$ cat src/rtl/stpbpdu_pkg.sv
// Package with the constants and types of the spanning-tree BPDU frame parser.
`timescale 1ns / 1ps

package stpbpdu_pkg;

  // Frame layout.
  localparam int MAC_BYTES       = 6;
  localparam int RAW_START       = 14;
  localparam int LLC_START       = 17;
  localparam int LLC_SKIP        = LLC_START - RAW_START;
  localparam int HDR_BYTES       = 4;
  localparam int BPDU_BODY_BYTES = 35;
  localparam int BODY_DEPTH      = BPDU_BODY_BYTES + LLC_SKIP;

  // Byte position counter and the lengths it is compared against.
  localparam int POS_W = 6;
  localparam logic [POS_W-1:0] POS_MAX       = 6'd63;
  localparam logic [POS_W-1:0] POS_MAC_END   = POS_W'(MAC_BYTES);
  localparam logic [POS_W-1:0] POS_LT_HI     = 6'd12;
  localparam logic [POS_W-1:0] POS_LT_LO     = 6'd13;
  localparam logic [POS_W-1:0] POS_DSAP      = POS_W'(RAW_START);
  localparam logic [POS_W-1:0] POS_SSAP      = POS_W'(RAW_START + 1);
  localparam logic [POS_W-1:0] LEN_RAW_MIN   = POS_W'(RAW_START);
  localparam logic [POS_W-1:0] LEN_LLC_MIN   = POS_W'(LLC_START);
  localparam logic [POS_W-1:0] LEN_RAW_HDR   = POS_W'(RAW_START + HDR_BYTES);
  localparam logic [POS_W-1:0] LEN_LLC_HDR   = POS_W'(LLC_START + HDR_BYTES);
  localparam logic [POS_W-1:0] LEN_RAW_FULL  = POS_W'(RAW_START + BPDU_BODY_BYTES);
  localparam logic [POS_W-1:0] LEN_LLC_FULL  = POS_W'(LLC_START + BPDU_BODY_BYTES);

  // Largest length/type value that still means an 802.3 length field.
  localparam logic [15:0] MAX_LEN_FIELD = 16'h05DC;

  // BPDU type codes that carry a full body.
  localparam logic [7:0] KIND_CONFIG = 8'h00;
  localparam logic [7:0] KIND_RST    = 8'h02;

  // Configuration port.
  localparam int CFG_ADDR_W = 1;
  localparam int CFG_DATA_W = 48;
  localparam logic [CFG_ADDR_W-1:0] CFG_IDX_GROUP_MAC = 1'b0;
  localparam logic [CFG_ADDR_W-1:0] CFG_IDX_LLC_SAP   = 1'b1;
  localparam logic [47:0] GROUP_MAC_RESET = 48'h0180C2000000;
  localparam logic [7:0]  LLC_SAP_RESET   = 8'h42;

  // Channel widths.
  localparam int IN_DATA_W  = 8;
  localparam int OUT_DATA_W = 272;
  localparam int OUT_USER_W = 2;

  // Bit positions of the result fields in out_tdata.
  localparam int FLAGS_LSB  = 24;

  typedef logic [7:0] byte_t;

endpackage

$ cat src/rtl/stp_bpdu_frame_parser.sv
// Top level of the spanning-tree BPDU frame parser.
`timescale 1ns / 1ps
//
// The parser takes an Ethernet frame one byte per transfer on the in_ channel,
// with in_tlast high on the final byte. For every frame it sends one summary
// transfer on the out_ channel: out_tuser tells whether the frame is a BPDU
// and whether the config/RST body was decoded, out_tdata holds the fields.
// The cfg_ port writes the group MAC and the LLC SAP value to match.
// Each byte lands in an input register, is folded into the frame state and,
// on the last byte, the summary is formed in one pass and caught in the output
// register. Throughput is one byte per cycle while no last byte waits for the
// output register, set by the single-byte datapath; the next frame can begin
// right behind the last byte of the previous one.
// When the receiver stalls, the result waits in the output register while
// bytes of the next frame keep flowing; only a second last byte is held in
// the input register until the output register is free.
// A synchronous reset empties both registers, restores the default group MAC
// 01:80:C2:00:00:00 and SAP 0x42, and clears the frame state but not the body bytes.
module stp_bpdu_frame_parser (
  input  logic                                   clk,
  input  logic                                   rst_n,
  // Input stream.
  input  logic                                   in_tvalid,
  output logic                                   in_tready,
  input  logic [stpbpdu_pkg::IN_DATA_W-1:0]      in_tdata,   // [7:0] frame_byte
  input  logic                                   in_tlast,   // end_of_frame
  // Result stream.
  output logic                                   out_tvalid,
  input  logic                                   out_tready,
  // [7:0] protocol_byte, [15:8] proto_version, [23:16] bpdu_kind,
  // [31:24] flag_bits, [95:32] root_id, [127:96] path_cost,
  // [191:128] sender_id, [207:192] port_ident, [271:208] timer_words
  output logic [stpbpdu_pkg::OUT_DATA_W-1:0]     out_tdata,
  output logic [stpbpdu_pkg::OUT_USER_W-1:0]     out_tuser,  // [0] valid_bpdu, [1] full_fields
  // Configuration writes.
  input  logic                                   cfg_we,
  input  logic [stpbpdu_pkg::CFG_ADDR_W-1:0]     cfg_addr,
  input  logic [stpbpdu_pkg::CFG_DATA_W-1:0]     cfg_wdata
);

  import stpbpdu_pkg::*;

  // Configuration registers.
  logic [47:0] group_mac_r;
  logic [7:0]  llc_sap_r;

  // Input register.
  logic        s1_valid_r;
  byte_t       s1_byte_r;
  logic        s1_eof_r;

  // Frame state.
  logic [POS_W-1:0] pos_r, pos_nxt;
  logic             mac_ok_r, mac_ok_nxt;
  logic [15:0]      lt_word_r, lt_word_nxt;
  logic             sap_ok_r, sap_ok_nxt;
  byte_t            body_r [BODY_DEPTH];
  byte_t            body_nxt [BODY_DEPTH];

  // Output register.
  logic                  out_valid_r;
  logic [OUT_DATA_W-1:0] out_data_r, out_data_nxt;
  logic [OUT_USER_W-1:0] out_user_r, out_user_nxt;

  // Handshake control.
  logic out_free;
  logic s1_advance;
  logic s1_done;
  logic in_xfer;

  assign out_free   = !out_valid_r || out_tready;
  assign s1_advance = s1_valid_r && (!s1_eof_r || out_free);
  assign s1_done    = s1_advance && s1_eof_r;
  assign in_tready  = !s1_valid_r || s1_advance;
  assign in_xfer    = in_tvalid && in_tready;

  // Configuration writes.
  always_ff @(posedge clk) begin
    if (!rst_n) begin
      group_mac_r <= GROUP_MAC_RESET;
      llc_sap_r   <= LLC_SAP_RESET;
    end else if (cfg_we) begin
      case (cfg_addr)
        CFG_IDX_GROUP_MAC: group_mac_r <= cfg_wdata[47:0];
        CFG_IDX_LLC_SAP:   llc_sap_r   <= cfg_wdata[7:0];
        default:           ;
      endcase
    end
  end

  // Input register takes a byte whenever it is empty or moving on.
  always_ff @(posedge clk) begin
    if (!rst_n) begin
      s1_valid_r <= 1'b0;
    end else if (in_tready) begin
      s1_valid_r <= in_tvalid;
    end
  end

  always_ff @(posedge clk) begin
    if (in_xfer) begin
      s1_byte_r <= in_tdata[7:0];
      s1_eof_r  <= in_tlast;
    end
  end

  // Fold the current byte into the frame state.
  always_comb begin
    logic [47:0]      mac_shift;
    logic [POS_W-1:0] body_idx;
    logic             body_hit;
    mac_shift  = group_mac_r >> {3'(3'd5 - pos_r[2:0]), 3'b000};
    body_idx   = pos_r - LEN_RAW_MIN;
    body_hit   = (pos_r >= LEN_RAW_MIN) && (body_idx < POS_W'(BODY_DEPTH));

    mac_ok_nxt = mac_ok_r;
    if (pos_r < POS_MAC_END && s1_byte_r != mac_shift[7:0]) begin
      mac_ok_nxt = 1'b0;
    end

    lt_word_nxt = lt_word_r;
    if (pos_r == POS_LT_HI) begin
      lt_word_nxt[15:8] = s1_byte_r;
    end
    if (pos_r == POS_LT_LO) begin
      lt_word_nxt[7:0] = s1_byte_r;
    end

    sap_ok_nxt = sap_ok_r;
    if ((pos_r == POS_DSAP || pos_r == POS_SSAP) && s1_byte_r != llc_sap_r) begin
      sap_ok_nxt = 1'b0;
    end

    for (int i = 0; i < BODY_DEPTH; i++) begin
      body_nxt[i] = (body_hit && body_idx == POS_W'(i)) ? s1_byte_r : body_r[i];
    end

    pos_nxt = (pos_r == POS_MAX) ? pos_r : pos_r + 1'b1;
  end

  // Summary of the frame, formed on its last byte.
  always_comb begin
    logic  is_llc;
    logic  hdr_ok;
    logic  body_ok;
    byte_t win [BPDU_BODY_BYTES];
    logic [63:0] root_id;
    logic [31:0] path_cost;
    logic [63:0] sender_id;
    logic [15:0] port_ident;
    logic [63:0] timer_words;

    is_llc = (lt_word_nxt <= MAX_LEN_FIELD);

    // Frame checks up to and including the BPDU header.
    if (pos_nxt < LEN_RAW_MIN || !mac_ok_nxt) begin
      hdr_ok = 1'b0;
    end else if (is_llc) begin
      hdr_ok = sap_ok_nxt && (pos_nxt >= LEN_LLC_HDR);
    end else begin
      hdr_ok = (pos_nxt >= LEN_RAW_HDR);
    end

    // BPDU bytes start at byte 14 for raw frames and byte 17 after LLC.
    for (int j = 0; j < BPDU_BODY_BYTES; j++) begin
      win[j] = is_llc ? body_nxt[j + LLC_SKIP] : body_nxt[j];
    end

    body_ok = hdr_ok && (win[3] == KIND_CONFIG || win[3] == KIND_RST) &&
              (pos_nxt >= (is_llc ? LEN_LLC_FULL : LEN_RAW_FULL));

    // Big-endian words of the config/RST body.
    for (int k = 0; k < 8; k++) begin
      root_id[8*(7-k) +: 8]     = win[5 + k];
      sender_id[8*(7-k) +: 8]   = win[17 + k];
      timer_words[8*(7-k) +: 8] = win[27 + k];
    end
    for (int k = 0; k < 4; k++) begin
      path_cost[8*(3-k) +: 8] = win[13 + k];
    end
    port_ident = {win[25], win[26]};

    out_data_nxt = '0;
    if (hdr_ok) begin
      out_data_nxt[7:0]   = win[0];
      out_data_nxt[15:8]  = win[2];
      out_data_nxt[23:16] = win[3];
    end
    if (body_ok) begin
      out_data_nxt[31:24]   = win[4];
      out_data_nxt[95:32]   = root_id;
      out_data_nxt[127:96]  = path_cost;
      out_data_nxt[191:128] = sender_id;
      out_data_nxt[207:192] = port_ident;
      out_data_nxt[271:208] = timer_words;
    end
    out_user_nxt = {body_ok, hdr_ok};
  end

  // Frame state registers; the last byte starts a fresh frame.
  always_ff @(posedge clk) begin
    if (!rst_n) begin
      pos_r     <= '0;
      mac_ok_r  <= 1'b1;
      lt_word_r <= '0;
      sap_ok_r  <= 1'b1;
    end else if (s1_advance) begin
      if (s1_eof_r) begin
        pos_r     <= '0;
        mac_ok_r  <= 1'b1;
        lt_word_r <= '0;
        sap_ok_r  <= 1'b1;
      end else begin
        pos_r     <= pos_nxt;
        mac_ok_r  <= mac_ok_nxt;
        lt_word_r <= lt_word_nxt;
        sap_ok_r  <= sap_ok_nxt;
      end
    end
  end

  // Body bytes of the frame, held across the frame boundary.
  always_ff @(posedge clk) begin
    if (s1_advance) begin
      for (int i = 0; i < BODY_DEPTH; i++) begin
        body_r[i] <= body_nxt[i];
      end
    end
  end

  // Output register.
  always_ff @(posedge clk) begin
    if (!rst_n) begin
      out_valid_r <= 1'b0;
    end else if (s1_done) begin
      out_valid_r <= 1'b1;
    end else if (out_tready) begin
      out_valid_r <= 1'b0;
    end
  end

  always_ff @(posedge clk) begin
    if (s1_done) begin
      out_data_r <= out_data_nxt;
      out_user_r <= out_user_nxt;
    end
  end

  assign out_tvalid = out_valid_r;
  assign out_tdata  = out_data_r;
  assign out_tuser  = out_user_r;

endmodule

$ cat config.mk
export PLATFORM = sky130hd
export DESIGN_NAME = stp_bpdu_frame_parser
export DESIGN_NICKNAME = d
export VERILOG_FILES = /design/src/rtl/stpbpdu_pkg.sv /design/src/rtl/stp_bpdu_frame_parser.sv
export SDC_FILE = /design/constraint.sdc
export NUM_CORES = 1
export LEC_CHECK = 0
export BUFFER_PORTS_ARGS = -buffer_cell sky130_fd_sc_hd__buf_2
export CAP_MARGIN = 20
export CORE_MARGIN = 3
export CORE_UTILIZATION = 45
export CTS_BUF_LIST = sky130_fd_sc_hd__clkbuf_4
export CTS_CLUSTER_DIAMETER = 80
export CTS_CLUSTER_SIZE = 30
export DETAILED_ROUTE_END_ITERATION = 10
export PLACE_DENSITY_LB_ADDON = 0.12
export SETUP_SLACK_MARGIN = 0.1
export SLEW_MARGIN = 40
export SYNTH_ARGS = -nofsm -noshare
export SYNTH_HDL_FRONTEND = slang
export SYNTH_SLANG_ARGS = --single-unit
$ cat constraint.sdc
create_clock -name clk -period 16.5 [get_ports clk]
set_input_delay 2.475 -clock clk [delete_from_list [all_inputs] [get_ports clk]]
set_output_delay 2.475 -clock clk [all_outputs]
set_load 0.01 [all_outputs]
==> out/summary.txt, run 1 <==
Most common flop cell mapped by yosys: edfxtp_1
IO Pins: 339
Max VDD drop: 0.0000509 V
RSZ-0062 raised after global routing: false
Max_cap viols: 0
Clock root buffer: clkbuf_4
Area grow syn2layout: 9.37%
Final min period: 7000 ps
Avg Inst Size Synth: 12.8 um^2
CTS Buf Count: 37
Total power: 2.74 mW
Setup Fix Bufs, Post-CTS: 0
Rows: 98
Crit path launch type: register
Overflow after GRT: 0
Post-synthesis sequential area ratio: 0.584
Top cell by count, worst path: buf_6
Antenna Nets Post-Route: 0
Leak: 12.4 nW
DIE WIDTH: 275 um
Max FO, Critical Path: 95
Outcome: complete, no violations
Design area: 35600 um^2
Drt wl/cell: 26.6 um
Slew HR: 0.412
H-tree depth: 2
FF+latch count, synth: 661
Dpl hpwl: 60.2 mm
Setup TNS: 0 ps
Clock Path Buffers: 3
Final worst-path cycle share: 0.424
Vias/cell: 6.12
RR Endpoint: out_tdata[201]
Syn Std Cell Area: 32600 um^2
Port Buffer Count: 338
Global Route Usage Sum: 0.252
First-pass GRT wire length: 144 mm
Worst hold stages: 2
Clock sinks: 661
Yosys warns: 0
Hold wc startpoint: group_mac_r[43]
Hold buffers post-CTS: 0
Pin count of the biggest net entering global routing: 193
Cells taking the most area after synthesis: edfxtp_1 (53%), mux2_2 (10%), mux2i_1 (9.2%)
Vias in the first global route: 22093
Hold Vio Cnt, Final: 0
FF-to-FF setup slack: 9500 ps
Slowest cell on the critical path: dfxtp_2
EDFF count, synth: 579
Layout net count: 2769
Hold Path End: group_mac_r[43]
HP Class: reg -> reg
Later-pin clock latency in the skew report: 930 ps
Data required time at the worst endpoint: 17240 ps
Crit path kind: reg -> reg
Nature of the critical path endpoint: register
DRT Wirelength: 98.0 mm
DRT Pass-1 Iters: 9
GPL Wtd Cong: 0.817
Fmax: 0.143 GHz
Final setup vio count: 0
Worst EP arrival: 7740 ps
CTS tree: yes
Critical path cell sequence: inv_1, ha_1, inv_1, nor3_1, nor4_1, nand4_1, nand2b_4, inv_2, ha_1, nand2b_1, a31o_2, o21ai_0, a211oi_4, buf_6, buf_6, buf_6, nand4_1, mux2i_1
Vias: 22528
Post-DP Area: 34800 um^2
Clk slew on worst S/H paths: 250 ps
Share of layout cells above drive strength 1: 0.292
R2R Path Start: pos_r[0]
Ys async rst share: 0
Slew @ Worst Pin: 882 ps
Critical Path Max Stage Delay: 740 ps
Skew final: 91.5 ps
Cells after Synth: 2551
Initial core utilization: 0.455
Initial antenna violation count: 5
DRC Markers: 0
Leading area contributor after synthesis: edfxtp_1
Iteration-0 DRC Markers: 2248
Die area: 75700 um^2
Worst Reg-to-Reg Cells: 18
Die Height: 275 um
Yosys cell types: 67
Post-CTS sizing: 0
Core area: 71600 um^2
Power per standard cell area: 76.9 nW/um^2
Yosys top cell area share: 0.534
Final Max Slew Viols: 0
Syn nets: 2620
## how the worst max path moves through the flow
stage / from / to / slack [ps]
after floorplan: out_tready / out_tdata[0] / 4120
after global placement: pos_r[0] / out_tdata[154] / 8910
after detailed placement: pos_r[0] / out_tdata[271] / 9010
after CTS: pos_r[0] / out_tdata[201] / 8890
after global routing: pos_r[0] / out_tdata[242] / 9100
final: pos_r[0] / out_tdata[201] / 9500
## cell type report
class,instances,area [um^2]
Sequential cell,661,19000
Timing Repair Buffer,377,2210
Tap cell,950,1190
Antenna cell,3,7.51
Multi-Input combinational cell,1606,12400
Clock buffer,40,300
Clock inverter,28,384
Fill cell,6471,36000
Inverter,17,83.8
## synth_stat cells (all sizes together) (12+ instances only)
library cell	number
nor3	17
dfxtp	82
clkbuf	121
nor2b	25
nand4	258
xnor2	12
nand2	148
nor2	15
a21oi	32
inv	17
and3	16
a22oi	19
xor2	21
edfxtp	579
nand3	293
a21boi	52
buf	146
mux2	301
mux2i	300
## worst max-delay path, delay by kind of cell, from the launching register on
family	cells	cell delay, ps
simple gates	6	1480
compound gates	3	600
flops	1	740
mux	1	190
buf+inv	6	2670
fa+ha+maj	2	840
## state kept, by name (all words and copies together), names as in the netlist, 2 cells and up
signal and count:
body_r 296, llc_sap_r 8, out_tuser 2, group_mac_r 48, out_tdata 272, pos_r 6, lt_word_r 16, s1_byte_r 8
## metrics by stage
stage	hold WS, ps	util	worst slack (ps)	instances
floorplan	437	-	4120	2551
global placement	452	0.484	8910	3604
detailed placement	458	0.487	9010	3609
CTS	485	0.496	8890	3677
global route	499	0.498	9100	3681
finish	483	0.498	9500	3682
## cells by family (layout without fill, tap and decap cells)
group	Yosys count	in the layout	synth area share
and+or+nand+nor	808	808	0.133
DFF	661	661	0.584
muxes	601	601	0.197
buffers and inverters	284	462	0.0381
AOI/OAI and AO/OA	158	158	0.0375
xor gates and xnor gates	33	33	0.00887
adders and majority gates	6	6	0.00230
other	0	3	0
## routing by layer
layer / up-vias / track usage / wire [um]
li1: 10087 / - / -
met1: 11451 / 0.361 / 43100
met2: 855 / 0.403 / 46000
met3: 131 / 0.0337 / 6210
met4: 4 / 0.0686 / 2710
met5: - / 0 / 21
## report_power, final
group          internal (mW)  leakage, nW  switching (mW)
clock                  0.189        0.357           0.590
sequential              1.83         5.81          0.0107
combinational         0.0325         6.26          0.0890
## cell usage in the layout, fill, tap and decap left out, types with 4 or more instances in the layout
cell type	n
buf_6	14
nand2b_1	4
and3_1	16
xnor2_1	11
mux2i_1	298
clkbuf_4	40
o211ai_2	8
clkinv_8	4
a21oi_1	13
nor2b_1	24
dfxtp_1	80
nand3_1	293
edfxtp_1	579
inv_8	7
ha_1	6
a21boi_0	52
a31oi_1	9
nand4_1	258
a21oi_4	4
nor4_1	7
buf_2	338
nand2_1	148
buf_4	15
o32ai_1	4
nand3b_1	4
nor3_1	13
nor2_1	15
inv_1	14
a22oi_1	18
xor2_1	21
a21oi_2	15
buf_16	7
o21ai_0	6
mux2_2	299
(Power assumes the default switching activity.)
==> inputs of run 2 (changes only) <==
--- a/config.mk
+++ b/config.mk
@@ -5,6 +5,7 @@
 export SDC_FILE = /design/constraint.sdc
 export NUM_CORES = 1
 export LEC_CHECK = 0
+export ABC_AREA = 1
 export BUFFER_PORTS_ARGS = -buffer_cell sky130_fd_sc_hd__buf_2
 export CAP_MARGIN = 20
 export CORE_MARGIN = 3
==> constraint.sdc (replaced) <==
create_clock -name clk -period 7.23 [get_ports clk]
set_input_delay 1.0845 -clock clk [delete_from_list [all_inputs] [get_ports clk]]
set_output_delay 1.0845 -clock clk [all_outputs]
set_load 0.01 [all_outputs]
==> run 2 against run 1 <==
  * Non-clock buffer count decreased by 6
  * Sequential cell count unchanged
  * Cell area decreased by 1.2%
  * Critical path depth increased by 6
  * Critical endpoint is now out_tdata[251]
  * Largest cell class unchanged
==> out/summary.txt, run 2 <==
Worst Reg-to-Reg Cells: 24 (+6)
Clk slew on worst S/H paths: 260 ps (about the same)
Busiest grt layer: met2
Crit path launch type: register
Nature of the critical path endpoint: register
Rows: 97 (-1.0%)
Pin count of the biggest net entering global routing: 145 (-25%)
Vias/cell: 5.02 (-18%)
Cell family with most CP delay: buffers and inverters
Yosys cell types: 37 (-45%)
Clock Path Buffers: 3 (unchanged)
Syn Std Cell Area: 32400 um^2 (-0.45%)
Leading area contributor after synthesis: edfxtp_1
Power per standard cell area: 175 nW/um^2 (+130%)
Critical path cell sequence: inv_2, ha_1, inv_1, nor2_8, nand2_2, nand2_1, nand2_1, nand3_1, nand2_1, nand2_1, nand2_2, nand2_8, inv_6, ha_1, inv_1, nand3_1, a21oi_1, nand2_1, nand3_1, nor2_2, nand3_4, buf_12, buf_16, nor2_4
Port Buffer Count: 338 (unchanged)
Global Route Usage Sum: 0.236 (-0.0153)
Commonest non-fill, non-tap cell in the layout: nand2_1
Initial antenna violation count: 2 (-3)
Initial core utilization: 0.458 (+0.00339)
CTS tree: yes
DP Worst Slack: 1410 ps (-7600 ps)
RSZ-0062 raised after global routing: false
Most numerous cell in the Yosys netlist: nand2_1
Slowest cell on the critical path: dfxtp_1
Worst hold stages: 1 (-1)
Skew final: 72.3 ps (-19.3 ps)
Hold buffers post-CTS: 0 (unchanged)
Layout net count: 3748 (+35%)
Cells after Synth: 3463 (+36%)
Overflow after GRT: 0 (unchanged)
H-tree depth: 2 (unchanged)
Antenna Nets Post-Route: 0 (unchanged)
DRT Pass-1 Iters: 6 (-3)
Final Max Slew Viols: 0 (unchanged)
# fillers: 6713 (+3.7%)
Iteration-0 DRC Markers: 2123 (-5.6%)
Yosys top cell area share: 0.536 (+0.00243)
Die Height: 274 um (-0.22%)
Commonest non-fill, non-tap cells in the layout: nand2_1 (1312), edfxtp_1 (579), o21ai_0 (361)
Post-CTS sizing: 0 (unchanged)
Post-synthesis sequential area ratio: 0.587 (+0.00266)
Cells taking the most area after synthesis: edfxtp_1 (54%), nand2_1 (15%), nor2_4 (7.0%)
Vias in the first global route: 22083 (-0.045%)
Later-pin clock latency in the skew report: 940 ps (about the same)
Final core occ: 0.498 (about the same)
Leak: 17.9 nW (+44%)
Final setup vio count: 0 (unchanged)
Worst path depth: 24 (+6)
Fmax: 0.168 GHz (+18%)
Final min period: 5960 ps (-1040 ps)
Met1 usage: 0.337 (-0.0238)
Setup Fix Bufs, Post-CTS: 0 (unchanged)
Share of layout cells above drive strength 1: 0.181 (-0.111)
DRT Wirelength: 90.7 mm (-7.4%)
Commonest cells post-synth: nand2_1 (1313), edfxtp_1 (579), o21ai_0 (362)
Area grow syn2layout: 8.60%
EDFF count, synth: 579 (unchanged)
IO Pins: 339 (unchanged)
Core area: 70800 um^2 (-1.2%)
Total power: 6.15 mW (+120%)
Dpl hpwl: 60.6 mm (+0.69%)
Max_cap viols: 0 (unchanged)
FF+latch count, synth: 661 (unchanged)
Vias: 23331 (+3.6%)
Register area: 19000 um^2 (about the same)
Most common flop cell mapped by yosys: edfxtp_1
Max VDD drop: 0.000114 V (+120%)
Syn nets: 3532 (+35%)
Avg Inst Size Synth: 9.37 um^2 (-27%)
Max FFs per register: 296 (unchanged)
Slew HR: 0.398 (-0.0147)
Worst EP arrival: 6620 ps (-1120 ps)
Slew @ Worst Pin: 894 ps (+12.6 ps)
DIE WIDTH: 274 um (-0.22%)
Yosys warns: 0 (unchanged)
Outcome: complete, no violations
Top cell by count, worst path: nand2_1
Crit path kind: reg -> reg
CTS Buf Count: 36 (-2.7%)
HP Class: in -> reg
Clock root buffer: clkbuf_4
Final worst-path cycle share: 0.824 (+0.400)
Data required time at the worst endpoint: 7890 ps (-9350 ps)
Max FO, Critical Path: 101 (+6.3%)
WP buf/inv: 6 (unchanged)
DRC Markers: 0 (unchanged)
Clock sinks: 661 (unchanged)
Die area: 75300 um^2 (-0.44%)
Critical Path Max Stage Delay: 830 ps (+90 ps)
GPL Wtd Cong: 0.849 (+3.8%)
First-pass GRT wire length: 136 mm (-5.8%)
Most flops, register: body_r
Ys async rst share: 0 (unchanged)
Multi-input gate area: 10900 um^2 (-12%)
Grt met3 use: 0.0291 (-0.00461)
Hold Vio Cnt, Final: 0 (unchanged)
Drt wl/cell: 19.5 um (-27%)
Hold Worst Slack: 319 ps (-163 ps)
GR Util met2: 0.392 (-0.0118)
Worst setup margin: 1270 ps (-8230 ps)
-- run 2: cell count changes in the layout (fill, tap and decap cells not counted), sizes merged, moves of 25 or more --
cell	before	now
nand2	148	1323
nor2	15	377
o21ai	8	368
inv	29	371
mux2	301	0
mux2i	300	0
nand4	258	7
nand3	293	70
a21boi	52	0
a21oi	32	68
nor2b	25	0
-- run 2: cells by family after synthesis --
family / share of synthesized area
AOI/OAI and AO/OA: 0.0707
xor gates and xnor gates: 0.00289
adders and majority gates: 0.00231
buffers and inverters: 0.0777
DFF: 0.587
and+or+nand+nor: 0.260
-- run 2: final timing paths --
check | endpoint | slack (ps) | from
min reg2reg | group_mac_r[20] | 480 | group_mac_r[20]
min | s1_byte_r[7] | 320 | in_tdata[7]
max reg2reg | out_tdata[251] | 1270 | pos_r[1]
max | out_tdata[251] | 1270 | pos_r[1]
-- run 2: layout make-up --
cell class	instances	area share
Timing Repair Buffer	371	0.0601
Sequential cell	661	0.540
Clock inverter	26	0.00959
Inverter	360	0.0390
Clock buffer	37	0.00789
Antenna cell	3	0.000213
Multi-Input combinational cell	2249	0.310
Tap cell	940	0.0334
-- run 2: power by group --
part	switching, mW	internal, mW	total (mW)
sequential	0.0226	4.16	4.19
combinational	0.194	0.0606	0.255
clock	1.34	0.375	1.71
-- run 2: stage by stage --
step	instance area [um^2]	cells	TNS (ps)
detailed placement	34500	4578	0
finish	35200	4647	0
CTS	35100	4641	0
floorplan	32400	3463	-927950
global route	35200	4645	0
global placement	34500	4577	0
-- run 2: routing by layer --
layer,part of all wire,up-vias
met2,0.48,712
li1,-,11511
met4,0.018,2
met1,0.45,11008
met3,0.057,98
met5,0.00014,-
